[config.mk]
export PLATFORM = sky130hd
export DESIGN_NAME = tsws_mac
export DESIGN_NICKNAME = d
export VERILOG_FILES = /design/src/hw/rtl/assert_macros.svh /design/src/hw/rtl/tsws_pkg.sv /design/src/hw/rtl/tsws_mac.sv
export SDC_FILE = /design/constraint.sdc
export NUM_CORES = 2
export LEC_CHECK = 0
export ABC_AREA = 0
export BUFFER_PORTS_ARGS = -buffer_cell sky130_fd_sc_hd__buf_2
export CORE_MARGIN = 8
export CORE_UTILIZATION = 45
export DETAILED_ROUTE_END_ITERATION = 12
export GPL_ROUTABILITY_DRIVEN = 1
export GPL_TIMING_DRIVEN = 0
export HOLD_SLACK_MARGIN = 0.05
export PLACE_DENSITY = 0.63
export RECOVER_POWER = 50
export SLEW_MARGIN = 20
export SYNTH_ARGS = -nofsm -noshare
export SYNTH_HDL_FRONTEND = slang
export SYNTH_SLANG_ARGS = --single-unit
[constraint.sdc]
create_clock -name i_clk -period 7.6 [get_ports i_clk]
set_input_delay 0 -clock i_clk [delete_from_list [all_inputs] [get_ports i_clk]]
set_output_delay 0 -clock i_clk [all_outputs]
set_load 0.05 [all_outputs]
[src/hw/rtl/assert_macros.svh]
// Assertion helpers used by the track_state_waypoint_selector RTL.
`ifndef ASSERT_MACROS_SVH
`define ASSERT_MACROS_SVH

// Clocked check, switched off while reset is held.
`define ASSERT_CLK(label, clk, rst_n, prop, msg) \
    label: assert property (@(posedge clk) disable iff (!rst_n) prop) else $error(msg);

// Clocked check that also holds during reset.
`define ASSERT_ALWAYS(label, clk, prop, msg) \
    label: assert property (@(posedge clk) prop) else $error(msg);

`endif

[src/hw/rtl/tsws_pkg.sv]
package tsws_pkg;

    localparam int COORD_BITS = 24;
    localparam int THR_BITS   = 23;
    localparam logic [THR_BITS-1:0] THR_RESET = THR_BITS'(1280);

    // Coordinate differences, shared multiplier operands and accumulator.
    localparam int DB  = COORD_BITS + 1;
    localparam int MB  = (COORD_BITS + 3 > THR_BITS + 1) ? COORD_BITS + 3 : THR_BITS + 1;
    localparam int LOB = MB - 1;
    localparam int DPB = 2 * DB + 1;
    localparam int PB  = 2 * MB;
    localparam int AB  = 3 * MB - 1;
    localparam int QB  = COORD_BITS + 3;
    localparam int QCB = $clog2(QB);
    localparam int SB  = 5;

    localparam longint COORD_MAX = (longint'(1) <<< (COORD_BITS - 1)) - 1;
    localparam longint COORD_MIN = -(longint'(1) <<< (COORD_BITS - 1));

    localparam logic [1:0] TS_ON_TRACK   = 2'd0;
    localparam logic [1:0] TS_GOAL_BEHIND = 2'd1;
    localparam logic [1:0] TS_PREV_AHEAD = 2'd2;
    localparam logic [1:0] TS_OFF_TRACK  = 2'd3;

    typedef logic signed [COORD_BITS-1:0] t_coord;

    typedef struct packed {
        logic en;
        logic clr;
        logic sh;
    } t_mac_op;

endpackage

[src/hw/rtl/tsws_mac.sv]
module tsws_mac import tsws_pkg::*; (
    input  logic                 i_clk,
    input  logic                 i_rst_n,
    input  t_mac_op              i_op,
    input  logic signed [MB-1:0] i_a,
    input  logic signed [MB-1:0] i_b,
    output logic signed [AB-1:0] o_acc
);

    t_mac_op              r_op;
    logic signed [PB-1:0] r_prod;
    logic signed [AB-1:0] r_acc;
    logic signed [AB-1:0] n_acc;
    logic signed [AB-1:0] w_ext;

    always_ff @(posedge i_clk) begin
        if (!i_rst_n) begin
            r_op <= '0;
        end else begin
            r_op <= i_op;
        end
        r_prod <= i_a * i_b;
        r_acc  <= n_acc;
    end

    always_comb begin
        w_ext = AB'(r_prod);
        if (r_op.sh) begin
            w_ext = w_ext <<< LOB;
        end
        n_acc = r_acc;
        if (r_op.en) begin
            n_acc = (r_op.clr ? '0 : r_acc) + w_ext;
        end
    end

    assign o_acc = r_acc;

endmodule

Word-level counts from Yosys, hierarchy flattened

Index checks and enable logic that the tools add are counted.
W data, S select, Z words.

Add/subtract/negate cells: 1
$mul: 1
Mux-type cells: 2

Operators by type and width:

| cell             | number |
|---|---|
| $add A80 B80 Y80 | 1 |
| $mux W80         | 1 |
| $mux W79         | 1 |
| $mul A27 B27 Y54 | 1 |

Register bits after elaboration: 137
Input port bits: 59

Logic depth before layout (Yosys ltp)

Word-level depth: 2
Depth in mapped cells: 29
Depth with buffers taken out: 26

Worst setup path after synthesis

OpenSTA, ideal clock, no wires.

Path kind: input to register
From: input port i_b[7]
To: register r_prod[52]
Setup time: 0.122 ns
Arrival time: 7.023 ns
Required time: 7.478 ns
Slack: 0.455 ns
Stages on the path: 25
Buffers on the path: 3
Cells stage by stage: clkbuf_1 clkbuf_1 nand2_1 fa_1 fa_1 inv_1 fa_1 inv_1 fa_1 inv_1 fa_1 fa_1 fa_1 ha_1 buf_6 a21o_1 a21o_1 a21o_1 a21o_1 a221o_1 and3_4 a211o_4 a311oi_4 nor3_1 a311o_1

Word-level cells in the longest chain between the ends: 1

RTL lines:

| what                 | line           | text |
|---|---|---|
| start, declared      | tsws_mac.sv:6  | `input logic signed [MB-1:0] i_b,` |
| $mul A27 B27 Y54     | tsws_mac.sv:22 | `r_prod <= i_a * i_b;` |
| end signal, assigned | tsws_mac.sv:22 |  |
| end, declared        | tsws_mac.sv:11 | `logic signed [PB-1:0] r_prod;` |

Every way passes these cells.
A chain may end at the register's enable or synchronous reset.

Worst setup path after layout

From: input port i_b[26]
To: register r_prod[52]

Same word-level chain as after synthesis.

==> qor.txt <==
Clock transition at path regs - 0.07 ns
Synth area leaders - fa_1 (43%), inv_1 (9.1%), ha_1 (8.3%)
Die height - 297.7 microns
Worst slew pin tran - 2.980 ns
Normalized max-slew margin - -98.69%
Clock Path Buffers - 2
Area leader, netlist - fa_1
Total GRT Usage - 27.00%
Max-cap violation count - 1
DRC Markers - 0
Vias in the first global route - 29,030
Crit Path Max Fanout - 10
Skew final - 0.01458 ns
RR Endpoint - o_acc[75]$_DFFE_PP_
Dpl hpwl - 100,100 microns
Io pins - 139
CTS Root Cell - clkbuf_16
# rows - 103
Filler Cells Inserted - 7,664
Die width - 297.7 microns
Commonest cells in the netlist - inv_1 (862), fa_1 (762), nand2_1 (537), and2_1 (314), ha_1 (237)
CTS tree - done
Clk sinks - 137
Final wirelength - 119,900 microns
Distinct cell type count after synthesis - 67
Initial antenna violation count - 6
Hold path startpoint - i_b[0]
Post-Route Utilization - 48.79%
Worst reg2reg setup slack - 2.08 ns
FMAX - 133.9 MHz
Area of the multi-input gates - 28,250 sq um
Met1 Resource Use GR - 36.65%
GP Congestion - 1.032
Largest net degree at the start of global routing - 53
Met3 Use GR - 6.853%
DR pass1 iterations - 5
Final period utilization - 98.24%
Post-synth net total - 5,006
Post-Place Worst Slack - -0.8831 ns
Hold crit path type - input pin to flip-flop
Hold path endpoint - r_prod[0]$_DFF_P_
Worst-skew pair later-pin latency - 0.45 ns
Core footprint - 78,740 sq um
Crit path launch type - input pin
Gate Count Post-Synth - 3,948
Global route hottest layer - met2
CP Launch Point - i_b[26]
RSZ-0062 raised after global routing - no
Top_reg_cell synth - edfxtp_1
Fin. Hold Viols - 0
Critical Path RT - 7.92 ns
Worst Reg-to-Reg Cells - 15
Crit path DAT - 7.78 ns
Synth warnings - 0
Critical path type - input pin to flip-flop
Reg area - 3543 sq um
Sequential-to-total area share from yosys stat - 9.922%
GR Util met2 - 41.33%
I/O Buffers - 117
Setup TNS Final - 0 ns
Die area - 88,630 sq um
Area Overhead vs Synth - 7.571%
Synth Register Bits - 137
Num CTS Buffers - 17
Total number of vias - 28,050
Initial DRC count - 2,406
Max-slew violations - 53
Post-route ant nets - 0
EDFF count, synth - 80
Vias/cell - 5.429
Most frequent cell after synthesis - inv_1
Syn Std Cell Area - 35,710 sq um
Detailed-route wire length per cell - 23.21 microns
Final setup fails - 0
Initial core utilization - 45.35%
GRT overflow - 0
Violated checks - max-capacitance violations, max-slew violations
Fin crit period - 7.466 ns
Layout Nets - 5,160
Global-route wire length before repair - 181,300 microns
Post-synth top area share - 42.71%
Share of cells above drive strength 1 - 5.273%
Crit. End Element - flip-flop
Async SR Flop Fraction - 0%
Hold Path Stages - 2
Outcome - finished, violations left
Crit Reg-Reg Startpoint - r_op[0]$_SDFF_PN0_
Syn avg cell area - 9.046 sq um
H-tree Lvls - 4
Fin worst setup slack - 0.1336 ns
[through the flow]
step                hold WS, ns  cells  cell area [sq um]
floorplan                0.1217   3948              35710
global placement         0.2144   5115              37610
detailed placement       0.2147   5116              37640
CTS                     0.05283   5155              38370
global route            0.05543   5166              38410
finish                  0.07409   5167              38420
[registers in the layout (all words and copies together) (netlist names)]
register  count
r_op          3
o_acc        80
r_prod       54
[timing repair]
action,CTS,global route
hold buffers,7,0
pin swaps,0,1
endpoints found under the setup margin,8,9
buffers inserted,0,10
resized for setup,43,102
hold endpoints to repair,4,0
cloned,0,0
[worst max-delay path by stage]
stage | slack [ns] | to | cells past startpoint
after floorplan | 0.46 | r_prod[52]$_DFF_P_ | 25
after global placement | -0.86 | r_prod[52]$_DFF_P_ | 26
after detailed placement | -0.88 | r_prod[52]$_DFF_P_ | 26
after CTS | 0.005 | r_prod[53]$_DFF_P_ | 29
after global routing | 0.009 | r_prod[52]$_DFF_P_ | 23
final | 0.13 | r_prod[52]$_DFF_P_ | 23
[placed cells by master (no fill, tap or decap), types with 17 or more instances in the layout]
cell type  synthesis  final
nand2_1          537    537
nand3_1           23     23
xor2_1            42     42
a21o_1            73     73
and2_1           314    313
xnor2_1           93     92
clkbuf_2           0     74
o21ai_0           79     79
clkbuf_1         170    172
nor2_1            91     91
dfxtp_1           57     57
ha_1             237    236
o21bai_1          19     19
clkbuf_16          0     17
a31oi_1           17     17
fa_1             762    760
nor2b_1          117    117
mux2_2            27     27
inv_1            862    860
nand4_1           28     28
a21oi_1          132    131
nand2b_1          26     26
buf_2             11     51
edfxtp_1          80     80
[area by class of cell]
cell class,instances,area share (%)
Multi-Input combinational cell,2765,73.53
Sequential cell,137,9.224
Inverter,862,8.442
Tap cell,1050,3.420
Buffer,184,2.133
Timing Repair Buffer,135,1.684
Clock buffer,17,1.107
Clock inverter,15,0.4495
Antenna cell,2,0.01303
[metal layers]
metal	up-vias	wire length, microns
li1	12230	-
met1	14080	49780
met2	1427	51840
met3	311	12480
met4	4	5789
met5	-	31
[worst max-delay path, cell delays in order]
cell,delay [ns]
buf_2,0.22
inv_1,0.15
clkbuf_1,0.85
nor2_1,0.12
fa_1,0.55
fa_1,0.44
fa_1,0.46
fa_1,0.66
fa_1,0.52
fa_1,0.52
fa_1,0.41
ha_1,0.29
buf_6,0.14
a21o_1,0.16
a21o_1,0.18
a21o_1,0.19
a21o_1,0.17
a221o_1,0.36
and3_4,0.19
a211o_4,0.36
a311oi_4,0.33
nor3_1,0.09
a311o_1,0.39
[kinds of logic (layout without fill, tap and decap cells)]
kind of cell             count (synthesis)  count (layout)  share of synthesized area [%]
buffers and inverters                 1046            1213                          11.05
other                                    0               2                              0
XOR/XNOR                               135             135                          3.311
AND/OR/NAND/NOR                       1192            1192                          16.45
AO/OA/AOI/OAI                          411             411                          7.364
multiplexers                            28              28                         0.8794
adder cells (fa/ha/maj)                999             999                          51.02
flip-flops                             137             137                          9.922
Power is not shown: default switching activity piles up to over one toggle a cycle in this logic, so the estimate is an artifact.
