`config.mk`:
```
export PLATFORM = sky130hd
export DESIGN_NAME = tsws_div
export DESIGN_NICKNAME = d
export VERILOG_FILES = /design/src/hw/rtl/assert_macros.svh /design/src/hw/rtl/tsws_pkg.sv /design/src/hw/rtl/tsws_div.sv
export SDC_FILE = /design/constraint.sdc
export NUM_CORES = 1
export LEC_CHECK = 0
export BUFFER_PORTS_ARGS = -buffer_cell sky130_fd_sc_hd__buf_2
export CORE_MARGIN = 2
export CORE_UTILIZATION = 45
export CTS_BUF_LIST = sky130_fd_sc_hd__clkbuf_4 sky130_fd_sc_hd__clkbuf_8 sky130_fd_sc_hd__clkbuf_16
export DETAILED_ROUTE_END_ITERATION = 7
export PLACE_DENSITY = 0.69
export RECOVER_POWER = 100
export SYNTH_ARGS = -nofsm -noshare
export SYNTH_HDL_FRONTEND = slang
export SYNTH_SLANG_ARGS = --single-unit
```
`constraint.sdc`:
```
create_clock -name i_clk -period 13.8 [get_ports i_clk]
set_clock_uncertainty 0.1 [all_clocks]
set_input_delay 2.76 -clock i_clk [delete_from_list [all_inputs] [get_ports i_clk]]
set_output_delay 2.76 -clock i_clk [all_outputs]
set_load 0.01 [all_outputs]
```
`src/hw/rtl/assert_macros.svh`:
```
// Assertion helpers used by the track_state_waypoint_selector RTL.
`ifndef ASSERT_MACROS_SVH
`define ASSERT_MACROS_SVH

// Clocked check, switched off while reset is held.
`define ASSERT_CLK(label, clk, rst_n, prop, msg) \
    label: assert property (@(posedge clk) disable iff (!rst_n) prop) else $error(msg);

// Clocked check that also holds during reset.
`define ASSERT_ALWAYS(label, clk, prop, msg) \
    label: assert property (@(posedge clk) prop) else $error(msg);

`endif

```
`src/hw/rtl/tsws_pkg.sv`:
```
package tsws_pkg;

    localparam int COORD_BITS = 24;
    localparam int THR_BITS   = 23;
    localparam logic [THR_BITS-1:0] THR_RESET = THR_BITS'(1280);

    // Coordinate differences, shared multiplier operands and accumulator.
    localparam int DB  = COORD_BITS + 1;
    localparam int MB  = (COORD_BITS + 3 > THR_BITS + 1) ? COORD_BITS + 3 : THR_BITS + 1;
    localparam int LOB = MB - 1;
    localparam int DPB = 2 * DB + 1;
    localparam int PB  = 2 * MB;
    localparam int AB  = 3 * MB - 1;
    localparam int QB  = COORD_BITS + 3;
    localparam int QCB = $clog2(QB);
    localparam int SB  = 5;

    localparam longint COORD_MAX = (longint'(1) <<< (COORD_BITS - 1)) - 1;
    localparam longint COORD_MIN = -(longint'(1) <<< (COORD_BITS - 1));

    localparam logic [1:0] TS_ON_TRACK   = 2'd0;
    localparam logic [1:0] TS_GOAL_BEHIND = 2'd1;
    localparam logic [1:0] TS_PREV_AHEAD = 2'd2;
    localparam logic [1:0] TS_OFF_TRACK  = 2'd3;

    typedef logic signed [COORD_BITS-1:0] t_coord;

    typedef struct packed {
        logic en;
        logic clr;
        logic sh;
    } t_mac_op;

endpackage

```
`src/hw/rtl/tsws_div.sv`:
```
module tsws_div import tsws_pkg::*; (
    input  logic                 i_clk,
    input  logic                 i_rst_n,
    input  logic                 i_start,
    input  logic signed [AB-1:0] i_num,
    input  logic [AB-1:0]        i_dd,
    output logic                 o_done,
    output logic [QB-1:0]        o_q,
    output logic                 o_neg
);

    logic           r_busy;
    logic           r_done;
    logic [QCB-1:0] r_cnt;
    logic [AB-1:0]  r_rem;
    logic [AB-1:0]  r_den;
    logic [QB-1:0]  r_q;
    logic           r_neg;
    logic [AB-1:0]  w_mag;
    logic           w_ge;

    assign w_mag = i_num[AB-1] ? AB'(-i_num) : AB'(i_num);
    assign w_ge  = (r_rem >= r_den);

    always_ff @(posedge i_clk) begin
        if (!i_rst_n) begin
            r_busy <= 1'b0;
            r_done <= 1'b0;
            r_cnt  <= '0;
        end else begin
            r_done <= 1'b0;
            if (i_start) begin
                r_busy <= 1'b1;
                r_cnt  <= QCB'(QB - 1);
            end else if (r_busy) begin
                r_cnt <= r_cnt - 1'b1;
                if (r_cnt == '0) begin
                    r_busy <= 1'b0;
                    r_done <= 1'b1;
                end
            end
        end
        if (i_start) begin
            // Rounded quotient: floor((2|num| + dd) / (2 dd)).
            r_rem <= (w_mag << 1) + i_dd;
            r_den <= i_dd << QB;
            r_q   <= '0;
            r_neg <= i_num[AB-1];
        end else if (r_busy) begin
            if (w_ge) begin
                r_rem <= r_rem - r_den;
            end
            r_den <= r_den >> 1;
            r_q   <= {r_q[QB-2:0], w_ge};
        end
    end

    assign o_done = r_done;
    assign o_q    = r_q;
    assign o_neg  = r_neg;

endmodule

```
-- Yosys cells after proc, flatten, opt, wreduce, memory -nomap -nowiden
Cells that the tools add are included.
- register bits: 195
- word-level logic and storage cells: 34
- input port bits: 163
- output and inout bits: 29
- reduce and logical (&&, ||, !) cells: 6
- bitwise operators: 2
- $add $sub $neg: 4
- muxes and demuxes: 12
- $lt $le $gt $ge: 1
- operators by type and width (kind ; number):
    2-to-1 mux 80 bit ; 5
    adder 80 bit ; 1
    greater-or-equal comparator 80 bit ; 1
    subtractor 80 bit ; 1
    2-to-1 mux 79 bit ; 1
    negator 79 bit ; 1
    2-to-1 mux 5 bit ; 2
    zero test 5 bit ; 1
    subtractor 5 x 1 -> 5 bit, second input constant ; 1
    2-to-1 mux 1 bit ; 4
    nonzero test 2 bit ; 2
    OR reduction 3 bit ; 1
    inverter 1 bit ; 2
    AND reduction 2 bit ; 1
    OR reduction 2 bit ; 1

-- Depth between registers and ports, before layout
Gate-level depths: netlist of the first run.
- word-level depth: 4
- mapped depth: 23
- mapped depth without buffers: 22

-- Least setup slack after synthesis of the first run
Ideal clock, no wire load.
- path kind: input port to flip-flop
- start: in i_start
- end: reg r_rem[0], enable pin
- buffers on the path: 1
- data arrival time: 9.676 ns
- path slack: 3.383 ns
- library setup time: 0.641 ns
- stages: 3
- data required time: 13.059 ns
- cell sequence: clkbuf_1 -> or2_2 -> a21boi_0
- cells in the longest elaborated chain, start to end: 2
- elaborated cells on any way between the ends: 3
- classes of those cells: reduce/logical (3)
- ends and longest elaborated chain (element ; RTL line ; text):
    start: declaration ; tsws_div.sv:4 ; input logic i_start,
    nonzero test 2 bit (no source line) ; n/a ;
    AND reduction 2 bit (no source line) (*) ; n/a ;
    end signal: assignment ; tsws_div.sv:45 ; r_rem <= (w_mag << 1) + i_dd;
    end signal: assignment ; tsws_div.sv:51 ; r_rem <= r_rem - r_den;
    end: declaration ; tsws_div.sv:15 ; logic [AB-1:0] r_rem;
Mark *: on every way between the ends. The rest lies on a longest branch, timed or not.
A chain may end at the register's enable or synchronous reset.

-- Worst setup path in the final report of the first run
- start: in i_start
- end: reg r_rem[12], data pin
- cells in the longest elaborated chain, start to end: 1
- ends and longest elaborated chain (element ; RTL line ; text):
    2-to-1 mux 80 bit ; tsws_div.sv:43 ; if (i_start) begin
No other way between the ends.

==> results of run 1 <==
## tightest hold or removal path, cell delays in order (launching register included)
cell     delay [ns]
dfxtp_1        0.33
mux2i_1        0.06
nor2_1         0.07
## worst paths after layout
path,depth (start not counted),end,slack [ns],from
max,4,r_rem[12]$_DFFE_PP_,3.34,i_start
min,2,o_q[26]$_SDFFE_PP0P_,0.40,o_q[26]$_SDFFE_PP0P_
max reg2reg,15,r_rem[16]$_DFFE_PP_,7.92,r_rem[0]$_DFFE_PP_
min reg2reg,2,o_q[26]$_SDFFE_PP0P_,0.40,o_q[26]$_SDFFE_PP0P_
## cell usage in the layout, fill, tap and decap left out, types with 16 or more instances in the layout
master	synthesis	layout
mux2i_1	68	68
dfxtp_1	61	60
o31ai_1	81	81
xor2_1	54	54
xnor2_1	174	174
nor2_1	188	188
nand2_1	252	252
buf_2	0	161
or3_1	27	27
o21a_1	23	23
clkbuf_1	122	32
o21ai_0	168	170
nand4_1	76	76
nand3_1	28	28
nor4_1	16	16
o21bai_1	44	44
clkbuf_16	0	21
a21oi_1	226	226
ha_1	166	166
inv_1	136	136
nor3_1	37	37
a31oi_1	18	18
edfxtp_1	134	134
a21o_1	98	98
## power groups by stage
stage	Combinational, µW	Clock, µW	Sequential (µW)
detailed placement	2110	0	891
global route	2400	552	897
global placement	2110	0	888
floorplan	1590	0	880
finish	2190	524	883
CTS	2140	533	881
## cell families after synthesis
family	share of synthesized area
adders and majority gates	0.109
AOI/OAI and AO/OA	0.254
and+or+nand+nor	0.175
xor gates and xnor gates	0.103
muxes	0.0356
DFF	0.270
buffers and inverters	0.0526
## synth_stat cells (76+ instances only)
cell type	number
ha_1	166
edfxtp_1	134
nor2_1	188
xnor2_1	174
a21oi_1	226
a21o_1	98
clkbuf_1	122
o21ai_0	168
nand2_1	252
o31ai_1	81
nand4_1	76
inv_1	136
## layout make-up
class,count,area (µm²)
Clock buffer,23,541
Clock inverter,9,75.1
Fill cell,4192,21600
Inverter,137,514
Multi-Input combinational cell,1954,13100
Sequential cell,195,5250
Tap cell,546,683
Timing Repair Buffer,199,971
## stage by stage
step | power [µW] | setup WS, ns | util | std cells
after CTS | 3550 | 5.42 | 0.496 | 3063
after global placement | 3000 | 5.04 | 0.482 | 3031
after detailed placement | 3000 | 4.94 | 0.482 | 3031
after floorplan | 2470 | 3.38 | - | 2421
after global routing | 3850 | 2.63 | 0.495 | 3063
final | 3600 | 3.34 | 0.495 | 3063
## per-layer routing
| metal | share of wire | wire, µm |
|---|---|---|
| met1 | 0.46 | 29200 |
| met2 | 0.43 | 27200 |
| met3 | 0.085 | 5360 |
| met4 | 0.021 | 1330 |
| met5 | 0.00043 | 27 |
## state kept, by name, indices dropped and copies added (netlist names)
| register | cells |
|---|---|
| r_busy | 1 |
| r_rem | 80 |
| o_q | 27 |
| r_cnt | 5 |
| r_den | 80 |
| o_neg | 1 |
| o_done | 1 |
==> metrics.md, run 1 <==
| Metric | Value |
|---|---|
| Die W | 212 µm |
| Setup Crit Path Kind | input pin to flip-flop |
| Initial Util | 0.454 |
| Worst EP arrival | 10.58 ns |
| CTS tree | yes |
| Congestion Overflow GR | 0 |
| Net Sw Power | 1650 µW |
| CTS sink cnt | 195 |
| Power per cell area | 170 mW/mm² |
| Core area | 0.0428 mm² |
| GRT Util Overall | 0.278 |
| Status | complete, but fails checks |
| Root Driver | clkbuf_16 |
| Synth Flop Type | edfxtp_1 |
| Max-cap violation count | 4 |
| Final Hold Vio Count | 0 |
| Final period utilization | 0.758 |
| Pint | 1940 µW |
| Hold_buf cts | 0 |
| Syn_nets | 2752 |
| Port bufs | 191 |
| Antenna cells | 0 |
| Sum Neg Setup Slack | 0 ns |
| Logic pwr share | 0.608 |
| GRT Max-Usage Layer | met2 |
| Maximum fanout along the worst path | 136 |
| Post-synth top area cell | edfxtp_1 |
| Routed len/inst | 20.6 µm |
| M2 GR Usage | 0.424 |
| GPL Wtd Cong | 0.960 |
| H-tree Lvls | 4 |
| Vias per cell | 6.10 |
| Placed cell areas | 0.0206 mm² |
| Pin count of the biggest net entering global routing | 137 |
| Num ports | 192 |
| Vias in the first global route | 17206 |
| Final wirelength | 63100 µm |
| Crit-path slowest cell | clkbuf_1 |
| Crit-path leading delay family | buffers and inverters |
| Post_cts resized | 0 |
| Synthesized flop and latch total | 195 |
| Detailed Place HPWL | 50500 µm |
| Area added between synthesis and finish | 9.10% |
| Final #Nets | 2835 |
| Crit. End Element | flip-flop |
| Share of layout cells above drive strength 1 | 0.0926 |
| Clock share of power | 0.146 |
| EDFF count, synth | 134 |
| DRC violations left | 0 |
| Setup Fix Bufs, Post-CTS | 0 |
| Maximum clock frequency | 95.6 MHz |
| Synth cell types | 82 |
| Initial antenna violation count | 3 |
| Die Y | 212 µm |
| Sequential Power Share | 0.246 |
| CTS Buf Count | 17 |
| Buf+Inv Stages, Crit Path | 2 |
| Peak supply drop | 86.6 µV |
| Top cell type's share of synthesized area | 0.207 |
| TritonRoute pass-1 iters | 5 |
| Setup violations, final | 0 |
| Met1 Usage GRT | 0.403 |
| WHS | 0.401 ns |
| Cells after Synth | 2421 |
| P_leak | 0.00864 µW |
| Clock Path Buffers | 2 |
| Antenna-violating nets left | 0 |
| Least-Margin Pin Slew | 6.14 ns |
| RSZ-0062 raised after global routing | false |
| CP max stage delay | 4.21 ns |
| Syn Area/Cell | 8.02 µm² |
| Critical-path cell list | clkbuf_1 > clkbuf_1 > nand2_1 > o21ai_0 |
| Worst EP required | 13.92 ns |
| Hold Path Class | flip-flop to flip-flop |
| Post-route cell area | 0.0212 mm² |
| YS warnings | 0 |
| CP most frequent cell | clkbuf_1 |
| Worst skew pair latency | 0.46 ns |
| Async S/R FF share, synth | 0 |
| Via count | 18693 |
| Failing checks | max-capacitance violations, max-slew violations |
| Die area | 0.0448 mm² |
| CP Launch Type | input pin |
| Met3 Use GR | 0.0466 |
| Drt initial violations | 1838 |
| Clock Pin Slew Worst Setup and Hold Paths | 0.08 ns |
| Synth area leaders | edfxtp_1 (21%), ha_1 (11%), xnor2_1 (7.9%) |
| Mapped Area | 0.0194 mm² |
| Register area share after synthesis | 0.270 |
| Switching share of power | 0.460 |
| Post-layout min period | 10.46 ns |
| Slew Limit Fails | 301 |
| First-pass GRT wire length | 96700 µm |
| # rows | 76 |
| Slew HR | -3.10 |
Note: power is estimated with default switching activity, not from simulation.
==> run 2, diff against run 1 <==
--- a/config.mk
+++ b/config.mk
@@ -10,7 +10,7 @@
 export CORE_UTILIZATION = 45
 export CTS_BUF_LIST = sky130_fd_sc_hd__clkbuf_4 sky130_fd_sc_hd__clkbuf_8 sky130_fd_sc_hd__clkbuf_16
 export DETAILED_ROUTE_END_ITERATION = 7
-export PLACE_DENSITY = 0.69
+export PLACE_DENSITY = 0.72
 export RECOVER_POWER = 100
 export SYNTH_ARGS = -nofsm -noshare
 export SYNTH_HDL_FRONTEND = slang
==> constraint.sdc (replaced) <==
create_clock -name i_clk -period 8.74 [get_ports i_clk]
set_clock_uncertainty 0.1 [all_clocks]
set_input_delay 1.748 -clock i_clk [delete_from_list [all_inputs] [get_ports i_clk]]
set_output_delay 1.748 -clock i_clk [all_outputs]
set_load 0.01 [all_outputs]
==> run 2 against run 1 <==
- sequential share of layout area is 0.097 points higher
- die area unchanged
- the run still ends with max-capacitance violations, max-slew violations left
- critical path depth is 11 higher
- non-clock buffer count grew 3
- global-route usage shrank 0.20 points
- sequential cell count unchanged
- final area decreased by 0.46%
==> metrics.md, run 2 (synthesis gave the netlist of run 1 again) <==
| Metric | Value |
|---|---|
| Maximum fanout along the worst path | 61 (-55%) |
| Sum Neg Setup Slack | 0 ns (unchanged) |
| Detailed Place HPWL | 50300 µm (-0.33%) |
| Clock Pin Slew Worst Setup and Hold Paths | 0.07 ns (about the same) |
| Hold_buf cts | 0 (unchanged) |
| Worst EP required | 8.68 ns (-5.24 ns) |
| Final wirelength | 62500 µm (-0.94%) |
| Most frequent cells in the layout | nand2_1 (252), a21oi_1 (226), nor2_1 (188) |
| Register cell area after layout | 0.00525 mm² (about the same) |
| Die area | 0.0448 mm² (unchanged) |
| Filler cell count | 4196 (+0.095%) |
| Setup violations, final | 0 (unchanged) |
| GPL Wtd Cong | 0.963 (+0.35%) |
| CP max stage delay | 2.23 ns (-1.98 ns) |
| Root Driver | clkbuf_16 |
| Routed len/inst | 20.4 µm (-1.0%) |
| Most common cell after layout, fill and taps aside | nand2_1 |
| Failing checks | max-capacitance violations, max-slew violations |
| Multi-input gate area | 0.0131 mm² (-0.32%) |
| Congestion Overflow GR | 0 (unchanged) |
| Slew Limit Fails | 447 (+49%) |
| H-tree Lvls | 4 (unchanged) |
| Core area | 0.0428 mm² (unchanged) |
| Vias per cell | 6.14 (+0.55%) |
| DRC violations left | 0 (unchanged) |
| CTS tree | yes |
| Post_cts resized | 0 (unchanged) |
| Setup Crit Path Kind | flip-flop to flip-flop |
| Antenna cells | 0 (unchanged) |
| Final core occ | 0.493 (-0.00228) |
| Crit. End Element | flip-flop |
| Num ports | 192 (unchanged) |
| Die W | 212 µm (unchanged) |
| Hold Path Class | flip-flop to flip-flop |
| Slew HR | -1.85 (+1.25) |
| Slack of the critical path | 1.18 ns (-2.16 ns) |
| CP most frequent cell | a31oi_1 |
| Clock Path Buffers | 2 (unchanged) |
| Critical-path cell list | inv_1 > ha_1 > fa_1 > nor2b_1 > o21bai_1 > a211o_1 > a31oi_1 > a21o_1 > and3_1 > o31ai_1 > a31oi_1 > o31a_1 > o21ai_0 > a21boi_0 > clkbuf_2 |
| Initial Util | 0.454 (unchanged) |
| Pwr Total | 5620 µW (+56%) |
| GRT Util Overall | 0.276 (-0.00202) |
| Die Y | 212 µm (unchanged) |
| # rows | 76 (unchanged) |
| Worst EP arrival | 7.50 ns (-3.08 ns) |
| Buf+Inv Stages, Crit Path | 2 (unchanged) |
| Share of layout cells above drive strength 1 | 0.0873 (-0.00527) |
| Via count | 18814 (+0.65%) |
| Vias in the first global route | 17609 (+2.3%) |
| Antenna-violating nets left | 0 (unchanged) |
| Worst skew pair latency | 0.45 ns (about the same) |
| Post-layout min period | 7.56 ns |
| Drt initial violations | 1998 (+8.7%) |
| CP Launch Type | flip-flop |
| Crit-path leading delay family | compound AO/OA/AOI/OAI gates |
| Initial antenna violation count | 0 (-3) |
| P_leak | 0.00857 µW (-0.83%) |
| Setup Fix Bufs, Post-CTS | 0 (unchanged) |
| Final period utilization | 0.865 |
| Peak supply drop | 141 µV (+63%) |
| Final Hold Vio Count | 0 (unchanged) |
| Power per cell area | 267 mW/mm² (+57%) |
| Pin count of the biggest net entering global routing | 120 (-12%) |
| Final #Nets | 2838 (+0.11%) |
| Least-Margin Pin Slew | 4.27 ns (-1.87 ns) |
| Pre-CTS setup slack | 1.27 ns (-3.67 ns) |
| Maximum clock frequency | 132 MHz |
| Max-cap violation count | 7 (+3) |
| TritonRoute pass-1 iters | 5 (unchanged) |
| Area added between synthesis and finish | 8.60% |
| WHS | 0.409 ns (+0.00878 ns) |
| Crit-path slowest cell | a21boi_0 |
| Status | complete, but fails checks |
| Port bufs | 191 (unchanged) |
| RSZ-0062 raised after global routing | false |
| CTS Buf Count | 17 (unchanged) |
| CTS sink cnt | 195 (unchanged) |
| First-pass GRT wire length | 96900 µm (+0.14%) |
run 2: through the flow:
step,cell area (µm²),std cells
floorplan,19400,2421
detailed placement,20600,3034
CTS,21200,3066
finish,21100,3066
global route,21100,3066
global placement,20600,3034
run 2: area by class of cell:
cell class | count | area share
clock inverter | 14 | 0.00576
inverter | 137 | 0.0244
sequential | 195 | 0.249
clock buffer | 18 | 0.0208
timing repair buffer | 202 | 0.0462
multi-input combinational | 1954 | 0.622
tap | 546 | 0.0324
run 2: final timing paths:
path	startpoint	end	slack, ns	depth (start not counted)
setup / recovery	r_rem[0]$_DFFE_PP_	r_rem[34]$_DFFE_PP_	1.18	15
hold / removal	o_q[0]$_SDFFE_PP0P_	o_q[0]$_SDFFE_PP0P_	0.41	2
setup reg to reg	r_rem[0]$_DFFE_PP_	r_rem[34]$_DFFE_PP_	1.18	15
hold reg to reg	o_q[0]$_SDFFE_PP0P_	o_q[0]$_SDFFE_PP0P_	0.41	2
run 2: layer usage:
layer / track usage / vias to the layer above / routed length, µm / share of wire
li1: - / 8988 / - / -
met1: 0.404 / 8903 / 28700 / 0.46
met2: 0.414 / 824 / 26600 / 0.43
met3: 0.0426 / 99 / 5410 / 0.087
met4: 0.0879 / 0 / 1770 / 0.028
met5: 0 / - / 0 / 0
run 2: power by group:
| group | total (µW) | switching, µW | internal [µW] |
|---|---|---|---|
| Sequential | 1390 | 80.0 | 1310 |
| Combinational | 3460 | 2140 | 1320 |
| Clock | 767 | 385 | 382 |
| Total | 5620 | 2610 | 3010 |
run 2: worst reg2reg max path: stages, from the launching register on:
cell and delay (ns):
edfxtp_1 0.33, inv_1 0.04, ha_1 0.23, fa_1 0.43, nor2b_1 0.16, o21bai_1 0.09
a211o_1 0.31, a31oi_1 0.43, a21o_1 0.24, and3_1 0.20, o31ai_1 0.12, a31oi_1 0.27
o31a_1 0.24, o21ai_0 0.13, a21boi_0 2.23, clkbuf_2 1.52
